**src/rtl/core/mpa_pkg.sv**
```systemverilog
// mpa_pkg: shared constants, register codes and control structs for the
// max pooling with argmax core.
// No dependencies; used by every module in rtl/core.
package mpa_pkg;

	// Default values for the top-level parameters
	localparam int STORE_DEPTH_DEF = 65536;
	localparam int MAX_WINDOW_DEF  = 8;
	localparam int SAMPLE_BITS_DEF = 16;

	// Flat image index: row*W*C + col*C + channel, up to 1024*1024*64
	localparam int FLAT_W    = 26;
	// Reported index bits
	localparam int IDX_W     = 16;
	// Window size counters (covers window sizes up to 16)
	localparam int WIN_CNT_W = 5;
	// W*C, up to 65536
	localparam int ROW_STR_W = 17;

	// APB port
	localparam int PADDR_W = 5;
	localparam int PDATA_W = 32;

	// Register indexes (paddr[4:2])
	localparam logic [2:0] REG_IMAGE_WIDTH   = 3'd0;
	localparam logic [2:0] REG_IMAGE_HEIGHT  = 3'd1;
	localparam logic [2:0] REG_CHANNEL_COUNT = 3'd2;
	localparam logic [2:0] REG_WINDOW_WIDTH  = 3'd3;
	localparam logic [2:0] REG_WINDOW_HEIGHT = 3'd4;
	localparam logic [2:0] REG_WINDOW_STRIDE = 3'd5;
	localparam logic [2:0] REG_INDEX_ENABLE  = 3'd6;

	// Register reset values
	localparam logic [10:0] RST_IMAGE_WIDTH   = 11'd8;
	localparam logic [10:0] RST_IMAGE_HEIGHT  = 11'd8;
	localparam logic [6:0]  RST_CHANNEL_COUNT = 7'd1;
	localparam logic [3:0]  RST_WINDOW_WIDTH  = 4'd2;
	localparam logic [3:0]  RST_WINDOW_HEIGHT = 4'd2;
	localparam logic [3:0]  RST_WINDOW_STRIDE = 4'd2;

	// Upper bounds applied to register values
	localparam logic [10:0] IMG_MAX    = 11'd1024;
	localparam logic [6:0]  CHS_MAX    = 7'd64;
	localparam logic [3:0]  STRIDE_MAX = 4'd8;

	// Cycles input stays blocked after a register write (derived terms settle)
	localparam logic [1:0] CFG_SETTLE = 2'd2;

	// Effective geometry and derived terms, config block to datapath
	typedef struct packed {
		logic [10:0]           w;
		logic [10:0]           h;
		logic [6:0]            chs;
		logic [WIN_CNT_W-1:0]  fw;
		logic [WIN_CNT_W-1:0]  fh;
		logic [3:0]            stride;
		logic                  idx_en;
		logic [ROW_STR_W-1:0]  row_stride;
		logic [FLAT_W-1:0]     win_back;
		logic                  settle;
		logic                  restart;
	} geom_t;

	// Raster position status for the sample at the input
	typedef struct packed {
		logic [FLAT_W-1:0] here;
		logic              trig;
		logic              last;
	} pos_t;

endpackage

```
**src/rtl/core/mpa_raster.sv**
```systemverilog
// mpa_raster: row/column/channel position, flat index and window-close
// detection with per-axis stride phase counters. Depends on mpa_pkg.
module mpa_raster (
	input  logic           clk,
	input  logic           arst_n,
	input  mpa_pkg::geom_t geom,
	input  logic           advance,
	output mpa_pkg::pos_t  pos
);

	logic [9:0]                 r_q, c_q;
	logic [5:0]                 ch_q;
	logic [2:0]                 rph_q, cph_q;
	logic [mpa_pkg::FLAT_W-1:0] here_q;

	logic [10:0] r_inc, c_inc;
	logic [6:0]  ch_inc;
	logic        ch_wrap, c_wrap, r_wrap;
	logic        fits, row_in, col_in;
	logic [2:0]  cph_next, rph_next;

	assign r_inc  = {1'b0, r_q} + 11'd1;
	assign c_inc  = {1'b0, c_q} + 11'd1;
	assign ch_inc = {1'b0, ch_q} + 7'd1;

	assign ch_wrap = (ch_inc >= geom.chs);
	assign c_wrap  = (c_inc >= geom.w);
	assign r_wrap  = (r_inc >= geom.h);

	// Window closes at this sample
	assign fits   = (11'(geom.fw) <= geom.w) && (11'(geom.fh) <= geom.h);
	assign row_in = (r_inc >= 11'(geom.fh));
	assign col_in = (c_inc >= 11'(geom.fw));

	always_comb begin
		pos.here = here_q;
		pos.trig = fits && row_in && col_in && (rph_q == 3'd0) && (cph_q == 3'd0);
		// last window row, last window column, last channel
		pos.last = (ch_inc == geom.chs)
			&& (({1'b0, r_q} + 11'(geom.stride)) >= geom.h)
			&& (({1'b0, c_q} + 11'(geom.stride)) >= geom.w);
	end

	// Stride phase: zero up to the first window edge, then counts modulo stride
	always_comb begin
		if (c_inc < 11'(geom.fw))
			cph_next = 3'd0;
		else if (({1'b0, cph_q} + 4'd1) == geom.stride)
			cph_next = 3'd0;
		else
			cph_next = cph_q + 3'd1;
		if (r_inc < 11'(geom.fh))
			rph_next = 3'd0;
		else if (({1'b0, rph_q} + 4'd1) == geom.stride)
			rph_next = 3'd0;
		else
			rph_next = rph_q + 3'd1;
	end

	// Position advance per accepted sample
	always_ff @(posedge clk or negedge arst_n) begin
		if (!arst_n) begin
			r_q    <= '0;
			c_q    <= '0;
			ch_q   <= '0;
			rph_q  <= '0;
			cph_q  <= '0;
			here_q <= '0;
		end else if (geom.restart) begin
			r_q    <= '0;
			c_q    <= '0;
			ch_q   <= '0;
			rph_q  <= '0;
			cph_q  <= '0;
			here_q <= '0;
		end else if (advance) begin
			here_q <= (ch_wrap && c_wrap && r_wrap) ? '0 :
				here_q + mpa_pkg::FLAT_W'(1);
			if (ch_wrap) begin
				ch_q <= '0;
				if (c_wrap) begin
					c_q   <= '0;
					cph_q <= '0;
					if (r_wrap) begin
						r_q   <= '0;
						rph_q <= '0;
					end else begin
						r_q   <= r_inc[9:0];
						rph_q <= rph_next;
					end
				end else begin
					c_q   <= c_inc[9:0];
					cph_q <= cph_next;
				end
			end else begin
				ch_q <= ch_inc[5:0];
			end
		end
	end

endmodule

```
**config.mk**
```make
export PLATFORM = sky130hd
export DESIGN_NAME = mpa_raster
export DESIGN_NICKNAME = d
export VERILOG_FILES = /design/src/rtl/core/mpa_pkg.sv /design/src/rtl/core/mpa_raster.sv
export SDC_FILE = /design/constraint.sdc
export NUM_CORES = 1
export LEC_CHECK = 0
export ABC_AREA = 1
export BUFFER_PORTS_ARGS = -buffer_cell sky130_fd_sc_hd__buf_2
export CORE_ASPECT_RATIO = 0.5
export CORE_MARGIN = 10
export CORE_UTILIZATION = 50
export DETAILED_ROUTE_END_ITERATION = 12
export GPL_TIMING_DRIVEN = 0
export PLACE_DENSITY = 0.73
export SLEW_MARGIN = 40
export SYNTH_ARGS = -nofsm -noshare
export SYNTH_HDL_FRONTEND = slang
export SYNTH_SLANG_ARGS = --single-unit
```
**constraint.sdc**
```tcl
create_clock -name clk -period 6.4 [get_ports clk]
set_clock_uncertainty 0.05 [all_clocks]
set_input_delay 0.64 -clock clk [delete_from_list [all_inputs] [get_ports clk]]
set_output_delay 0.64 -clock clk [all_outputs]
set_load 0.01 [all_outputs]
```
# Yosys cells after proc, flatten, opt, wreduce, memory -nomap -nowiden
# Cells that the tools add are included.
[op_classes]
n_addsub = 10
reduce_logical = 16
muxes = 28
n_lt_le_gt_ge = 11
n_eq_ne = 3
[ops]
columns = ["cell", "count"]
rows = [
  ["10-bit 2-to-1 mux", 9],
  ["26-bit 2-to-1 mux", 3],
  ["11-bit >= comparator", 4],
  ["3-bit 2-to-1 mux", 13],
  ["26-bit by 1-bit adder with 26-bit output (second input constant)", 1],
  ["10-bit by 1-bit adder with 11-bit output (second input constant)", 2],
  ["10-bit by 4-bit adder with 11-bit output", 2],
  ["11-bit by 5-bit >= comparator with 1-bit output", 2],
  ["5-bit by 11-bit less-or-equal comparator with 1-bit output", 2],
  ["11-bit by 5-bit less-than comparator with 1-bit output", 2],
  ["6-bit 2-to-1 mux", 3],
  ["1-bit logical AND", 9],
  ["3-bit by 1-bit adder with 4-bit output (second input constant)", 2],
  ["4-bit equality test", 2],
  ["6-bit by 1-bit adder with 7-bit output (second input constant)", 1],
  ["7-bit equality test", 1],
  ["7-bit >= comparator", 1],
  ["3-bit by 1-bit adder with 3-bit output (second input constant)", 2],
  ["3-bit logical NOT", 2],
  ["2-bit nonzero test", 3],
  ["3-bit AND reduction", 1],
  ["2-bit AND reduction", 1],
]
[totals]
input_bits = 92
regBits = 58

# Depth between registers and ports, before layout
[logic_depth]
depth_word = 9
depth_mapped = 20
mapped_depth_nobuf = 20

# Worst setup path after synthesis
# No wires, ideal clock.
[synth_path]
kind = "input-to-output"
start = "in geom[46] in the netlist's numbering"
end = "out pos[0] in the netlist's numbering"
t_arrival_ns = 2.716
path_slack_ns = 2.994
t_required_ns = 5.710
stages = 13
path_buffers = 0
cell_sequence = "ha_1 > inv_1 > fa_1 > o21ai_0 > nand2_1 > xor2_1 > ha_1 > a21oi_1 > nor2_1 > a211oi_1 > nand2_1 > nor3_1 > nor2_1"
[synth_rtl]
columns = ["item", "line", "text"]
rows = [
  ["from (decl)", "mpa_raster.sv:6", "input mpa_pkg::geom_t geom,"],
  ["to (decl)", "mpa_raster.sv:8", "output mpa_pkg::pos_t pos"],
]

==> reports/qor.yml <==
coreArea_sq_um: 12550
pre_antenna_drt_iters: 5
path_class: "reg2out"
place_hpwl_um: 13420
fmax_ghz: 0.2266
pwr-share-clk_pct: 41.7
cts.repair_timing.setup_buffer_count: 0
layout-drive-gt1-share_pct: 12.93
drt-vias-per-instance: 5.079
ioPinCount: 120
numCtsBuffers: 9
chipHeight_um: 99.79
cts_tree: "yes"
fp.dieW_um: 179.6
postSynthAreaPerCell_sq_um: 6.673
synth_largest_area_cell: "dfrtp_1"
detail_route.drc_violations: 0
finalSetupViolCount: 0
multi_input_comb_area_sq_um: 4238
critPathSlowestCell: "dfrtp_1"
dr_total_vias: 6166
h-tree-depth: 3
worstPathRequired_ps: 5710
postCtsResizedCells: 0
final_hold_viol_count: 0
internal-power_uw: 846.7
dp_worst_setup_slack_ps: 2015
global_route_wire_length_before_repair_um: 27700
total_congestion_overflow_after_global_routing: 0
cp_top_family: "adder cells"
areaGrowthSynthToFinish_pct: 14.25
gr-usage-all-layers_pct: 18.34
antenna_found_initial: 0
synth.most_common_cell: "nand2_1"
power_switching_share_pct: 30.83
clock_tree.buffer_depth: 2
worst-path-buf-inv: 2
ff_latch_area_sq_um: 1451
hold_buffers: 0
die_area_sq_um: 17920
route.detailed.wl_per_inst_um: 13.62
synth.yosys.seq_area_share_pct: 22.80
worstMarginPinSlew_ps: 552.0
number_of_enable_flip_flop_cells_after_synthesis: 0
cp-start-kind: "register"
run_status: "finished, final reports clean"
synthDistinctLibCells: 44
antenna_violating_nets_remaining: 0
syn_inst: 954
worst-path-max-fanout: 9
final_max_slew_viol_count: 0
async_flop_share_pct: 100.0
crit_chain: "ha_1 -> inv_1 -> fa_1 -> o21ai_0 -> nand2_1 -> xor2_1 -> ha_1 -> a21oi_1 -> nor2_1 -> a211oi_1 -> nand2_1 -> nor3_1 -> nor2_1 -> buf_2"
worst_slack_ps: 1987
power_frac_seq_pct: 33.0
gp_routability_congestion: 0.9347
cts-root-buf: "clkbuf_16"
port-buffer-count: 74
grt_start_max_net_pins: 59
inserted_diodes: 0
number_of_register_bits_inferred_by_synthesis: 58
synth_top_area_share_pct: 22.80
hold_slack_ps: 208.0
relative_slew_slack_pct: 63.20
num-fill-cells: 1211
min-delay-path-class: "in2async"
worstSkewPairLatency_ps: 330
power.ir.vdd_worst_v: 0.0001350
timing.final.crit_period_ps: 4413
design.final.nets: 1220
grt_setup_unrepaired: "no"
post-route-period-util_pct: 68.96
synth.net_count: 1135
cap_viol_max_count: 0
crit_path_end_kind: "output pin"
tritoncts_sink_count: 58
synth-main-ff-cell: "dfrtp_1"
switching_power_uw: 377.4
start_util_pct: 50.71
max_stage_delay_ps: 540
num_rows: 29
fin_setup_tns_ps: 0
number_of_global_route_vias_before_repair: 5884
detail_route.iter0.violations: 309
power.density_nw_per_um2: 168.3
syn_area_sq_um: 6366
path_clk_slew_ps: 50
synth.top_cells.by_count: "nand2_1 (295), inv_1 (154), ha_1 (87)"
post_synth_main_area_contributors: "dfrtp_1 (23%), nand2_1 (17%), ha_1 (17%), inv_1 (9.1%), nand3_1 (4.9%)"
cp.arrival_ps: 3720
synthesis_warning_total: 0
pwr-share-comb_pct: 25.3
detail_route.wirelength_um: 16530
power.static_leakage_uw: 0.004162
## power groups by stage
stage	registers [uW]	logic (uW)	clock network [uW]
global route	406	363	538
finish	404	310	510
CTS	403	313	518
floorplan	404	215	0
detailed placement	409	310	0
global placement	409	298	0
## sequential cells by signal (all words and copies together) (netlist names)
signal	cells
cph_q	3
c_q	10
ch_q	6
rph_q	3
here_q	26
r_q	10
## stage by stage
step                std cells  area, sq um  total power [uW]  utilization (%)
floorplan                 954         6366             619.4                -
finish                   1214         7273              1224            57.93
detailed placement       1198         6952             719.7            55.37
global placement         1198         6949             706.8            55.35
CTS                      1214         7269              1235            57.90
global route             1214         7273              1308            57.93
## cells in the final DEF, fill, tap and decap left out, types with 3 or more instances in the layout
| cell type | n |
|---|---|
| nor2_4 | 9 |
| nor3_2 | 3 |
| nand4_1 | 24 |
| a21o_1 | 3 |
| clkbuf_16 | 9 |
| nor2_2 | 5 |
| nor2_1 | 79 |
| nand2_1 | 295 |
| ha_1 | 87 |
| clkbuf_1 | 3 |
| buf_6 | 3 |
| buf_4 | 4 |
| xor2_1 | 26 |
| nand3_1 | 62 |
| nand3b_1 | 8 |
| dfrtp_1 | 58 |
| nor3_1 | 11 |
| o21ai_0 | 24 |
| a21oi_1 | 41 |
| xnor2_1 | 15 |
| o22ai_1 | 3 |
| nand2_2 | 11 |
| clkbuf_8 | 5 |
| buf_2 | 75 |
| inv_1 | 154 |
## logic make-up (layout without fill, tap and decap cells)
family	Yosys count	in the layout	share of synthesized area (%)
and+or+nand+nor	515	515	35.89
buffers and inverters	168	258	10.63
adders and majority gates	89	89	17.73
AOI/OAI and AO/OA	82	82	7.056
DFF	58	58	22.80
xor gates and xnor gates	42	42	5.896
## per-layer routing
metal  global-route usage, %  up-vias  wire length [um]
li1                        -     3207                 -
met1                   23.24     2794              7818
met2                   30.46      141              7487
met3                   4.201       24               899
met4                   6.191        0               325
met5                       0        -                 0
## worst register-to-register path: stages (launching register included)
cell	delay, ps
dfrtp_1	540
ha_1	320
nand2_1	80
nor2_1	270
nand3_1	120
nand2_1	110
inv_1	70
ha_1	310
nand2_1	70
inv_1	30
nand2_1	70
inv_1	40
nand2_1	60
nand2_1	60
nor2_2	280
nor2_1	90
nand2_2	210
buf_6	190
nand3_1	90
nand2_1	70
## area by class of cell
cell class | count | share of cell area (%)
Multi-Input combinational cell | 728 | 58.27
Sequential cell | 58 | 19.96
Inverter | 156 | 8.051
Timing Repair Buffer | 74 | 5.178
Clock buffer | 15 | 3.957
Tap cell | 170 | 2.924
Buffer | 12 | 1.256
Clock inverter | 1 | 0.4129
## final timing paths
kind / startpoint / endpoint / slack, ps / cells past startpoint
hold reg to reg: r_q[9]$_DFFE_PN0P_ / r_q[9]$_DFFE_PN0P_ / 480 / 2
max in group asynchronous: arst_n / here_q[13]$_DFFE_PN0P_ / 5680 / 1
hold / removal: arst_n / c_q[8]$_DFFE_PN0P_ / 210 / 1
min in group clk: r_q[9]$_DFFE_PN0P_ / r_q[9]$_DFFE_PN0P_ / 480 / 2
setup / recovery: c_q[0]$_DFFE_PN0P_ / pos[0] / 1990 / 14
setup reg to reg: c_q[0]$_DFFE_PN0P_ / here_q[15]$_DFFE_PN0P_ / 3190 / 19
No activity file was read; power rests on OpenSTA's default activity.
