File: src/rtl/core/mpa_pkg.sv
// mpa_pkg: shared constants, register codes and control structs for the
// max pooling with argmax core.
// No dependencies; used by every module in rtl/core.
package mpa_pkg;

	// Default values for the top-level parameters
	localparam int STORE_DEPTH_DEF = 65536;
	localparam int MAX_WINDOW_DEF  = 8;
	localparam int SAMPLE_BITS_DEF = 16;

	// Flat image index: row*W*C + col*C + channel, up to 1024*1024*64
	localparam int FLAT_W    = 26;
	// Reported index bits
	localparam int IDX_W     = 16;
	// Window size counters (covers window sizes up to 16)
	localparam int WIN_CNT_W = 5;
	// W*C, up to 65536
	localparam int ROW_STR_W = 17;

	// APB port
	localparam int PADDR_W = 5;
	localparam int PDATA_W = 32;

	// Register indexes (paddr[4:2])
	localparam logic [2:0] REG_IMAGE_WIDTH   = 3'd0;
	localparam logic [2:0] REG_IMAGE_HEIGHT  = 3'd1;
	localparam logic [2:0] REG_CHANNEL_COUNT = 3'd2;
	localparam logic [2:0] REG_WINDOW_WIDTH  = 3'd3;
	localparam logic [2:0] REG_WINDOW_HEIGHT = 3'd4;
	localparam logic [2:0] REG_WINDOW_STRIDE = 3'd5;
	localparam logic [2:0] REG_INDEX_ENABLE  = 3'd6;

	// Register reset values
	localparam logic [10:0] RST_IMAGE_WIDTH   = 11'd8;
	localparam logic [10:0] RST_IMAGE_HEIGHT  = 11'd8;
	localparam logic [6:0]  RST_CHANNEL_COUNT = 7'd1;
	localparam logic [3:0]  RST_WINDOW_WIDTH  = 4'd2;
	localparam logic [3:0]  RST_WINDOW_HEIGHT = 4'd2;
	localparam logic [3:0]  RST_WINDOW_STRIDE = 4'd2;

	// Upper bounds applied to register values
	localparam logic [10:0] IMG_MAX    = 11'd1024;
	localparam logic [6:0]  CHS_MAX    = 7'd64;
	localparam logic [3:0]  STRIDE_MAX = 4'd8;

	// Cycles input stays blocked after a register write (derived terms settle)
	localparam logic [1:0] CFG_SETTLE = 2'd2;

	// Effective geometry and derived terms, config block to datapath
	typedef struct packed {
		logic [10:0]           w;
		logic [10:0]           h;
		logic [6:0]            chs;
		logic [WIN_CNT_W-1:0]  fw;
		logic [WIN_CNT_W-1:0]  fh;
		logic [3:0]            stride;
		logic                  idx_en;
		logic [ROW_STR_W-1:0]  row_stride;
		logic [FLAT_W-1:0]     win_back;
		logic                  settle;
		logic                  restart;
	} geom_t;

	// Raster position status for the sample at the input
	typedef struct packed {
		logic [FLAT_W-1:0] here;
		logic              trig;
		logic              last;
	} pos_t;

endpackage

File: src/rtl/core/mpa_cfg.sv
// mpa_cfg: APB register file, value clamping and derived geometry terms
// (row stride W*C and window back-offset). Depends on mpa_pkg.
module mpa_cfg #(
	parameter int MAX_WINDOW = mpa_pkg::MAX_WINDOW_DEF
) (
	input  logic                         clk,
	input  logic                         arst_n,
	input  logic                         psel,
	input  logic                         penable,
	input  logic                         pwrite,
	input  logic [mpa_pkg::PADDR_W-1:0]  paddr,
	input  logic [mpa_pkg::PDATA_W-1:0]  pwdata,
	output logic [mpa_pkg::PDATA_W-1:0]  prdata,
	output mpa_pkg::geom_t               geom
);

	logic [10:0] img_w_q, img_h_q;
	logic [6:0]  chs_q;
	logic [3:0]  win_w_q, win_h_q, stride_q;
	logic        idx_en_q;
	logic [1:0]  settle_q;

	logic [mpa_pkg::ROW_STR_W-1:0] row_stride_q;
	logic [mpa_pkg::FLAT_W-1:0]    win_back_q;

	logic                          wr;
	logic [2:0]                    reg_sel;
	logic [10:0]                   w_c, h_c;
	logic [6:0]                    chs_c;
	logic [mpa_pkg::WIN_CNT_W-1:0] fw_c, fh_c, win_max, fw_raw, fh_raw;
	logic [3:0]                    s_c;

	assign wr      = psel & penable & pwrite;
	assign reg_sel = paddr[mpa_pkg::PADDR_W-1:2];
	assign win_max = mpa_pkg::WIN_CNT_W'(MAX_WINDOW);
	assign fw_raw  = mpa_pkg::WIN_CNT_W'(win_w_q);
	assign fh_raw  = mpa_pkg::WIN_CNT_W'(win_h_q);

	// Register writes; derived terms also settle after reset
	always_ff @(posedge clk or negedge arst_n) begin
		if (!arst_n) begin
			img_w_q  <= mpa_pkg::RST_IMAGE_WIDTH;
			img_h_q  <= mpa_pkg::RST_IMAGE_HEIGHT;
			chs_q    <= mpa_pkg::RST_CHANNEL_COUNT;
			win_w_q  <= mpa_pkg::RST_WINDOW_WIDTH;
			win_h_q  <= mpa_pkg::RST_WINDOW_HEIGHT;
			stride_q <= mpa_pkg::RST_WINDOW_STRIDE;
			idx_en_q <= 1'b0;
			settle_q <= mpa_pkg::CFG_SETTLE;
		end else if (wr) begin
			unique case (reg_sel)
				mpa_pkg::REG_IMAGE_WIDTH:   img_w_q  <= pwdata[10:0];
				mpa_pkg::REG_IMAGE_HEIGHT:  img_h_q  <= pwdata[10:0];
				mpa_pkg::REG_CHANNEL_COUNT: chs_q    <= pwdata[6:0];
				mpa_pkg::REG_WINDOW_WIDTH:  win_w_q  <= pwdata[3:0];
				mpa_pkg::REG_WINDOW_HEIGHT: win_h_q  <= pwdata[3:0];
				mpa_pkg::REG_WINDOW_STRIDE: stride_q <= pwdata[3:0];
				mpa_pkg::REG_INDEX_ENABLE:  idx_en_q <= pwdata[0];
				default: ;
			endcase
			settle_q <= mpa_pkg::CFG_SETTLE;
		end else if (settle_q != 2'd0) begin
			settle_q <= settle_q - 2'd1;
		end
	end

	// Readback
	always_comb begin
		unique case (reg_sel)
			mpa_pkg::REG_IMAGE_WIDTH:   prdata = mpa_pkg::PDATA_W'(img_w_q);
			mpa_pkg::REG_IMAGE_HEIGHT:  prdata = mpa_pkg::PDATA_W'(img_h_q);
			mpa_pkg::REG_CHANNEL_COUNT: prdata = mpa_pkg::PDATA_W'(chs_q);
			mpa_pkg::REG_WINDOW_WIDTH:  prdata = mpa_pkg::PDATA_W'(win_w_q);
			mpa_pkg::REG_WINDOW_HEIGHT: prdata = mpa_pkg::PDATA_W'(win_h_q);
			mpa_pkg::REG_WINDOW_STRIDE: prdata = mpa_pkg::PDATA_W'(stride_q);
			mpa_pkg::REG_INDEX_ENABLE:  prdata = mpa_pkg::PDATA_W'(idx_en_q);
			default:                    prdata = '0;
		endcase
	end

	// Zero counts as one, anything above the bound counts as the bound
	always_comb begin
		w_c   = (img_w_q == 11'd0) ? 11'd1 :
			(img_w_q > mpa_pkg::IMG_MAX) ? mpa_pkg::IMG_MAX : img_w_q;
		h_c   = (img_h_q == 11'd0) ? 11'd1 :
			(img_h_q > mpa_pkg::IMG_MAX) ? mpa_pkg::IMG_MAX : img_h_q;
		chs_c = (chs_q == 7'd0) ? 7'd1 :
			(chs_q > mpa_pkg::CHS_MAX) ? mpa_pkg::CHS_MAX : chs_q;
		fw_c  = (fw_raw == '0) ? mpa_pkg::WIN_CNT_W'(1) :
			(fw_raw > win_max) ? win_max : fw_raw;
		fh_c  = (fh_raw == '0) ? mpa_pkg::WIN_CNT_W'(1) :
			(fh_raw > win_max) ? win_max : fh_raw;
		s_c   = (stride_q == 4'd0) ? 4'd1 :
			(stride_q > mpa_pkg::STRIDE_MAX) ? mpa_pkg::STRIDE_MAX : stride_q;
	end

	// Derived terms, registered: W*C, then (FH-1)*W*C + (FW-1)*C from the registered W*C
	always_ff @(posedge clk) begin
		row_stride_q <= mpa_pkg::ROW_STR_W'(w_c) * mpa_pkg::ROW_STR_W'(chs_c);
		win_back_q   <= mpa_pkg::FLAT_W'(fh_c - mpa_pkg::WIN_CNT_W'(1))
				* mpa_pkg::FLAT_W'(row_stride_q)
			+ mpa_pkg::FLAT_W'(fw_c - mpa_pkg::WIN_CNT_W'(1))
				* mpa_pkg::FLAT_W'(chs_c);
	end

	always_comb begin
		geom.w          = w_c;
		geom.h          = h_c;
		geom.chs        = chs_c;
		geom.fw         = fw_c;
		geom.fh         = fh_c;
		geom.stride     = s_c;
		geom.idx_en     = idx_en_q;
		geom.row_stride = row_stride_q;
		geom.win_back   = win_back_q;
		geom.settle     = (settle_q != 2'd0);
		// any geometry register write restarts the image
		geom.restart    = wr && (reg_sel < mpa_pkg::REG_INDEX_ENABLE);
	end

endmodule

File: config.mk
export PLATFORM = sky130hd
export DESIGN_NAME = mpa_cfg
export DESIGN_NICKNAME = d
export VERILOG_FILES = /design/src/rtl/core/mpa_pkg.sv /design/src/rtl/core/mpa_cfg.sv
export SDC_FILE = /design/constraint.sdc
export NUM_CORES = 1
export LEC_CHECK = 0
export BUFFER_PORTS_ARGS = -buffer_cell sky130_fd_sc_hd__buf_2
export CORE_AREA = 2 2 133 135
export CTS_CLUSTER_DIAMETER = 80
export DETAILED_ROUTE_END_ITERATION = 16
export DIE_AREA = 0 0 135 137
export HOLD_SLACK_MARGIN = 0.1
export PLACE_DENSITY = 0.8
export RECOVER_POWER = 25
export SYNTH_ARGS = -nofsm -noshare
export SYNTH_HDL_FRONTEND = slang
export SYNTH_SLANG_ARGS = --single-unit
File: constraint.sdc
create_clock -name clk -period 10.9 [get_ports clk]
set_input_delay 0.545 -clock clk [delete_from_list [all_inputs] [get_ports clk]]
set_output_delay 0.545 -clock clk [all_outputs]
set_load 0.01 [all_outputs]
# After elaboration in Yosys (flattened, before gate mapping)
# Cells that the tools add are included.
classes:
  add_sub_neg: 4
  multipliers: 3
  n_lt_le_gt_ge: 7
  n_eq_ne: 6
  muxes: 15
  n_bitwise: 2
  reduce_logical: 17
op_table:
  columns: ["op", "count"]
  rows:
  - ["one-hot mux 11 bit (7 select lines)", 1]
  - ["two-way mux 11 bit", 4]
  - ["adder 23 x 13 -> 24 bit", 1]
  - ["two-way mux 4 bit", 6]
  - ["multiplier 5 x 18 -> 23 bit", 1]
  - ["> comparator 11 bit, second input constant", 2]
  - ["logical NOT 11 bit", 2]
  - ["multiplier 11 x 7 -> 17 bit", 1]
  - ["two-way mux 7 bit", 2]
  - ["AND reduction 2 bit", 7]
  - ["multiplier 5 x 8 -> 13 bit", 1]
  - ["> comparator 4 bit, second input constant", 3]
  - ["logical NOT 5 bit", 2]
  - ["subtractor 4 x 1 -> 5 bit, second input constant", 2]
  - ["equality test 3 bit, second input constant", 3]
  - ["> comparator 7 bit, second input constant", 1]
  - ["logical NOT 7 bit", 1]
  - ["equality test 3 x 2 -> 1 bit, second input constant", 2]
  - ["logical NOT 4 bit", 1]
  - ["two-way mux 2 bit", 2]
  - ["nonzero test 2 bit", 2]
  - ["equality test 3 x 1 -> 1 bit, second input constant", 1]
  - ["logical NOT 3 bit", 1]
  - ["less-than comparator 3 bit, second input constant", 1]
  - ["other kinds (3)", 4]
word_totals:
  ff_bits: 85
  output_inout_bits: 121

# Logic depth before layout (Yosys ltp)
# Gate-level depths: netlist of run 1.
logic_depth:
  ltp_word: 6
  depth_mapped: 27
  mapped_depth_nobuf: 24

# Least setup slack after synthesis of run 1
# No wires, ideal clock.
synth_path:
  path_type: "reg-to-reg"
  start: "reg win_h_q[1]"
  end: "reg win_back_q[21] (netlist bit)"
  setup_time_ns: 0.120
  t_arrival_ns: 6.256
  required_time_ns: 10.780
  setup_slack_ns: 4.524
  stages_incl_launch_ff: 26
  period_less_slack_ns: 6.376
  path_cell_list: "dfstp_2 -> nor2_1 -> nor2_1 -> or2_2 -> clkbuf_1 -> clkbuf_1 -> ha_1 -> xor2_1 -> clkbuf_1 -> nand2_1 -> fa_1 -> inv_1 -> fa_1 -> fa_1 -> fa_1 -> inv_1 -> fa_1 -> inv_1 -> ha_1 -> and4_1 -> o21ai_1 -> o211ai_2 -> o41a_1 -> a41o_1 -> a21oi_1 -> a21oi_1"
synth_between:
  elab_chain_len: 6
  word_cells_on_any_way: 7
  cone_classes: "2 x add/sub; 1 x mul; 1 x order compare; 2 x mux; 1 x reduce/logical"
synth_rtl:
  columns: ["item", "line_no", "rtl"]
  rows:
  - ["from (decl)", "mpa_cfg.sv:19", "logic [3:0] win_w_q, win_h_q, stride_q;"]
  - ["from (signal assigned)", "mpa_cfg.sv:46", "win_h_q <= mpa_pkg::RST_WINDOW_HEIGHT;"]
  - ["from (signal assigned)", "mpa_cfg.sv:56", "mpa_pkg::REG_WINDOW_HEIGHT: win_h_q <= pwdata[3:0];"]
  - ["> comparator 4 bit", "mpa_cfg.sv:92", "(fh_raw > win_max) ? win_max : fh_raw;"]
  - ["two-way mux 4 bit", "mpa_cfg.sv:92", null]
  - ["two-way mux 4 bit (*)", "mpa_cfg.sv:91", "fh_c = (fh_raw == '0) ? mpa_pkg::WIN_CNT_W'(1) :"]
  - ["subtractor 4 x 1 -> 5 bit (*)", "mpa_cfg.sv:100", "win_back_q <= mpa_pkg::FLAT_W'(fh_c - mpa_pkg::WIN_CNT_W'(1))"]
  - ["multiplier 5 x 18 -> 23 bit (*)", "mpa_cfg.sv:101", "* mpa_pkg::FLAT_W'(row_stride_q)"]
  - ["adder 23 x 13 -> 24 bit (*)", "mpa_cfg.sv:102", "+ mpa_pkg::FLAT_W'(fw_c - mpa_pkg::WIN_CNT_W'(1))"]
  - ["to (signal assigned)", "mpa_cfg.sv:100", null]
  - ["to (decl)", "mpa_cfg.sv:24", "logic [mpa_pkg::FLAT_W-1:0] win_back_q;"]
# Every way passes the cells marked *; elsewhere a longest branch is shown, timed or not.
# A chain may end at the register's enable or synchronous reset.

# Worst setup path in the final report of run 1
layout_path:
  start: "reg win_h_q[2]"
  end: "reg win_back_q[21] (netlist bit)"
# The elaborated chain is that of the path after synthesis.

==> impl_metrics.tcl, run 1 <==
set metrics [dict create \
    status "complete, but fails checks" \
    violations "max-capacitance violations, max-slew violations" \
    fmax_mhz 157 \
    drtIter0Drc 362 \
    yosys_warnings 0 \
    firstDrtPassIters 7 \
    crit_top_cell "fa_1" \
    rsz0062_at_grt "no" \
    core_sq_mm 0.0171 \
    wl_per_cell_um 14.6 \
    syn_avg_cell_area_sq_um 9.49 \
    multi_input_area_sq_mm 0.00745 \
    synth_ff_type "dfxtp_1" \
    clock_latency_ns 0.36 \
    grt_pass1_vias 7901 \
    synth_seq_cells 85 \
    post_cts_resized 0 \
    min_period_ns 6.35 \
    critPathMaxFanout 19 \
    cp-start-kind "register" \
    drive_above_1_share_pct 14.3 \
    max-slew-margin-rel_pct -59.3 \
    die_w_um 135 \
    met1_length_mm 8.99 \
    cts_root_buf "clkbuf_16" \
    holdCritStartpoint "pwdata[7]" \
    vias_per_cell 5.16 \
    portBuffers 116 \
    rows 48 \
    postCtsHoldBufs 0 \
    async_flop_share_pct 51.8 \
    finalSetupViolCount 0 \
    clock_skew_ns 0.0109 \
    cts_buffers 9 \
    dieArea_sq_mm 0.0185 \
    required_ns 11.14 \
    regArea_sq_mm 0.00193 \
    fin_nets 1507 \
    max_cap_viol_count 1 \
    min_path_type "primary input to register" \
    routed_wl_mm 21.1 \
    startpoint "win_h_q[2]" \
    diodes 0 \
    fp.dieH_um 137 \
    area_delta_synth_final_pct 11.4 \
    initial_core_util_pct 59.4 \
    reg2reg_from "win_h_q[2]" \
    io_pins 163 \
    critPathMaxStageDelay_ns 0.56 \
    antenna_left 0 \
    slowest_stage "ha_1" \
    critPathKind "register to register" \
    drv_slew 45 \
    clk_pin_slew_ns 0.08 \
    grt_pass1_wl_mm 36.4 \
    worstMarginPinSlew_ns 2.39 \
    vias 7451 \
    routed-wl-met2_mm 10.6 \
    cts.path.max_buffers 2 \
    grt_overflow_total 0 \
    end_kind "register" \
    antenna_found_initial 0 \
    cts.sinks 85 \
    grt.total_usage_pct 24.7 \
    synth_edf_count 0 \
    synth_cell_types 58 \
    cts_tree "built" \
    synthCells 1067 \
    grt_max_degree 45 \
    dp.final_hpwl_mm 16.9 \
    netlist_area_sq_mm 0.0101 \
    cp.arrival_ns 6.60 \
    crit_family "adder cells" \
    top_layer_used "met4" \
    final_cells 1445 \
    critPathBufInv 3 \
    post-cts-setup-buffer-count 0 \
    cts_max_level 3 \
    wl_met3_mm 1.15 \
    fin_crit_sh_pct 58.3 \
    holdWs_ns 0.407 \
    tns_ns 0 \
    drc 0 \
    synth_seq_area_share_pct 19.1 \
    hold_viol_final 0 \
    placed_cells 1429 \
    cp_cell_sequence "nor2_1 > nor2_1 > or2_2 > ha_1 > nand2b_1 > fa_1 > inv_1 > fa_1 > fa_1 > fa_1 > inv_1 > fa_1 > inv_1 > ha_1 > and4_1 > o21ai_1 > o211ai_2 > o41a_1 > a41o_1 > a21oi_1 > a21oi_1" \
    fillCellCount 1342 \
    gp_congestion 0.846 \
]
## cells in the mapped netlist, types with 26 or more instances
library cell	count	share of area, %
a21oi_1	34	1.7
nor2b_1	29	1.8
dfrtp_1	37	9.1
nand2b_1	26	1.6
buf_4	26	1.9
and2_1	33	2.0
inv_1	191	7.1
clkbuf_1	35	1.3
nor2_1	69	2.6
mux2_2	33	3.7
fa_1	133	26
nand2_1	82	3.0
ha_1	117	14
dfxtp_1	41	8.1
## cell families (layout without fill, tap and decap cells)
group           after synthesis  count (layout)  share of synthesized area (%)
compound gates              103             103                           6.68
xor+xnor                     37              37                           3.20
fa+ha+maj                   250             250                           40.7
buf+inv                     256             326                           10.4
flops                        85              85                           19.1
mux                          57              57                           6.42
other cells                   2              85                         0.0741
simple gates                277             277                           13.4
## metrics by stage
stage                     utilization (%)  instance area (sq um)  worst slack [ns]
after floorplan                         -                  10400              4.52
after global placement               64.4                  11000              4.64
after detailed placement             64.4                  11000              4.56
after CTS                            66.2                  11300              4.54
after global routing                 66.1                  11300              4.19
final                                66.1                  11300              4.55
## flip-flops by register name, indices dropped and copies added, names as in the netlist
register	cells
chs_q	7
idx_en_q	1
img_h_q	11
img_w_q	11
row_stride_q	17
settle_q	2
stride_q	4
win_back_q	24
win_h_q	4
win_w_q	4
## cell usage in the layout (no fill, tap or decap), types with 7 or more instances in the layout
cell type | netlist | routed
mux2_1 | 11 | 11
nand2_1 | 82 | 82
a21o_1 | 15 | 15
inv_1 | 191 | 191
nor3_1 | 7 | 7
o21bai_1 | 8 | 8
dfrtp_1 | 37 | 37
o21ai_1 | 7 | 7
dfxtp_1 | 41 | 41
a21oi_1 | 34 | 34
and2_1 | 33 | 32
buf_2 | 0 | 105
nand2b_1 | 26 | 26
nand3_1 | 8 | 8
fa_1 | 133 | 133
nor2_1 | 69 | 69
ha_1 | 117 | 117
xnor2_1 | 21 | 21
conb_1 | 2 | 85
clkbuf_1 | 35 | 11
dfstp_2 | 7 | 7
clkbuf_16 | 0 | 9
xor2_1 | 16 | 16
mux2i_1 | 11 | 11
nor2b_1 | 29 | 29
o21ai_0 | 11 | 11
mux2_2 | 33 | 33
## layer usage
layer | track usage [%] | vias up
met3 | 4.63 | 42
li1 | - | 3537
met4 | 6.42 | 0
met5 | 0 | -
met1 | 30.9 | 3658
met2 | 44.3 | 214
## worst reg2reg max path: cells and delay by family, from the launching register on
family	cells	cell delay, ns
AOI/OAI and AO/OA	6	1.24
adders and majority gates	7	3.41
buffers and inverters	3	0.14
DFF	1	0.41
and+or+nand+nor	5	1.05
## final cells by class
cell class / instances / area share [%]
well taps: 225 / 2.50
clock buffers: 9 / 2.00
multi-input cells: 809 / 66.1
inverters: 193 / 6.42
clock inverters: 7 / 0.832
repair buffers: 117 / 5.09
flip-flops and latches: 85 / 17.1
## final timing paths
path	slack [ns]	cells after the start	to
setup / recovery	4.55	21	win_back_q[21]
hold / removal	0.41	2	img_w_q[7]
setup reg to reg	4.55	21	win_back_q[21]
hold reg to reg	0.55	1	img_w_q[2]
max in group asynchronous	8.63	1	chs_q[3]
min in group asynchronous	0.89	1	img_h_q[7]
Power of run 1 is not shown: default switching activity piles up to over one toggle a cycle in this logic, so the estimate is an artifact.
==> inputs of run 2 (changes only) <==
--- a/config.mk
+++ b/config.mk
@@ -6,12 +6,12 @@
 export NUM_CORES = 1
 export LEC_CHECK = 0
 export BUFFER_PORTS_ARGS = -buffer_cell sky130_fd_sc_hd__buf_2
-export CORE_AREA = 2 2 133 135
+export CORE_AREA = 2 2 142 144
 export CTS_CLUSTER_DIAMETER = 80
 export DETAILED_ROUTE_END_ITERATION = 16
-export DIE_AREA = 0 0 135 137
+export DIE_AREA = 0 0 144 146
 export HOLD_SLACK_MARGIN = 0.1
-export PLACE_DENSITY = 0.8
+export PLACE_DENSITY = 0.74
 export RECOVER_POWER = 25
 export SYNTH_ARGS = -nofsm -noshare
 export SYNTH_HDL_FRONTEND = slang
==> constraint.sdc (replaced) <==
create_clock -name clk -period 5.25 [get_ports clk]
set_input_delay 0.2625 -clock clk [delete_from_list [all_inputs] [get_ports clk]]
set_output_delay 0.2625 -clock clk [all_outputs]
set_load 0.01 [all_outputs]
==> run 2 against run 1 <==
  * The flow finishes with violations (max-capacitance violations, max-slew violations, negative setup slack)
  * Wire length is 4.7% higher
  * Maximum frequency increased by 16%
  * Critical path depth increased by 2
  * Via count up 3.5%
  * Worst hold slack lost 0.28 ns
  * Clock skew fell by 0.0021 ns
  * Utilization decreased by 2.0 points
  * Die area grew 14%
  * Final cell count grew 8.8%
  * Final area increased by 10%
  * Critical endpoint is now win_back_q[19]
==> impl_metrics.tcl, run 2 (synthesis gave the netlist of run 1 again) <==
set metrics [dict create \
    critPathMaxFanout 5 \
    cts.path.max_buffers 2 \
    worstMarginPinSlew_ns 2.30 \
    wl_per_cell_um 14.0 \
    drv_slew 45 \
    cts.sinks 85 \
    fmax_mhz 182 \
    cp.arrival_ns 5.73 \
    finalSetupViolCount 7 \
    clock_latency_ns 0.36 \
    final_common_cell "inv_1" \
    final_util_pct 64.2 \
    violations "max-capacitance violations, max-slew violations, negative setup slack" \
    place_area_sq_mm 0.0118 \
    largest_reg_flops 24 \
    critPathKind "register to register" \
    cts_max_level 3 \
    r2r_slack_ns -0.25 \
    vias 7712 \
    dieArea_sq_mm 0.0210 \
    vias_per_cell 4.91 \
    firstDrtPassIters 5 \
    portBuffers 116 \
    area_delta_synth_final_pct 22.5 \
    rows 51 \
    top_regs "win_back_q (24), row_stride_q (17)" \
    tns_ns -1.00 \
    rsz0062_at_grt "yes" \
    antenna_found_initial 0 \
    drc 0 \
    gp_congestion 0.859 \
    antenna_left 0 \
    io_pins 163 \
    clk_pin_slew_ns 0.07 \
    fin_crit_sh_pct 105 \
    dp.final_hpwl_mm 17.7 \
    grt_pass1_wl_mm 36.7 \
    clock_skew_ns 0.00887 \
    drtIter0Drc 400 \
    status "complete, but fails checks" \
    grt.total_usage_pct 21.7 \
    min_path_type "primary input to register" \
    drive_above_1_share_pct 23.0 \
    initial_core_util_pct 52.4 \
    fin_nets 1594 \
    max-slew-margin-rel_pct -53.5 \
    fp.dieH_um 146 \
    mostFrequentLayoutCells "inv_1, fa_1, ha_1" \
    grt_overflow_total 0 \
    grt_pass1_vias 8001 \
    hold_viol_final 0 \
    cts_buffers 9 \
    cts_root_buf "clkbuf_16" \
    cp-start-kind "register" \
    min_period_ns 5.50 \
    cts_tree "built" \
    end_kind "register" \
    core_sq_mm 0.0193 \
    dpl_worst_slack_ns -0.488 \
    routed_wl_mm 22.1 \
    max_cap_viol_count 1 \
    largest-register "win_back_q" \
    final_area_sq_mm 0.0124 \
    fin_ws_ns -0.247 \
    die_w_um 144 \
    grt_max_degree 45 \
    required_ns 5.48 \
    diodes 0 \
]
[run 2: cell type report]
type / count / area (sq um)
Inverter: 193 / 724
Tap cell: 265 / 332
Fill cell: 1533 / 6930
Clock inverter: 6 / 50.0
Clock buffer: 10 / 229
Sequential cell: 85 / 1930
Multi-Input combinational cell: 810 / 7930
Timing Repair Buffer: 203 / 1220
[run 2: per-stage QoR]
stage / std cells / hold slack (ns)
2_1_floorplan: 1150 / -0.0331
3_3_place_gp: 1548 / 0.457
3_5_place_dp: 1548 / 0.457
6_report: 1572 / 0.130
5_1_grt: 1572 / 0.136
4_1_cts: 1567 / 0.124
[run 2: path summary, 6_finish.rpt]
kind | from | endpoint | depth (start not counted)
min reg2reg | img_w_q[8] | img_w_q[8] | 1
max reg2reg | win_h_q[1] | win_back_q[19] | 23
min | pwdata[8] | img_w_q[8] | 2
max in group asynchronous | arst_n | settle_q[0] | 2
max | win_h_q[1] | win_back_q[19] | 23
min in group asynchronous | arst_n | img_h_q[4] | 2
[run 2: what timing repair did]
item | 4_1_cts | 5_1_grt
hold buffers | 1 | 0
pin swaps | 21 | 46
resized for setup | 15 | 57
cloned | 1 | 0
setup endpoints to repair | 13 | 15
endpoints found under the hold margin | 37 | 0
buffers inserted | 3 | 7
[run 2: per-layer routing]
metal | vias to the layer above | share of wire [%] | track usage (%)
met5 | - | 0 | 0
met4 | 0 | 2.2 | 7.01
met3 | 39 | 5.0 | 3.75
met2 | 205 | 50 | 37.5
met1 | 3752 | 43 | 27.6
li1 | 3716 | - | -
[run 2: worst max-delay path, cell delays in order, from the launching register on]
cell      delay, ns
dfstp_2        0.54
nor2_1         0.04
nor2_1         0.09
or2_4          0.13
ha_4           0.17
xor2_4         0.27
buf_6          0.14
nand2_2        0.06
fa_2           0.37
fa_1           0.56
inv_2          0.05
fa_2           0.45
fa_1           0.48
inv_1          0.05
fa_1           0.50
inv_2          0.05
ha_4           0.17
and2_4         0.16
o21ai_2        0.12
o211ai_2       0.12
o41a_1         0.41
a41oi_2        0.19
o21bai_1       0.10
xor2_1         0.16
Power of run 2 is left out for the same reason.
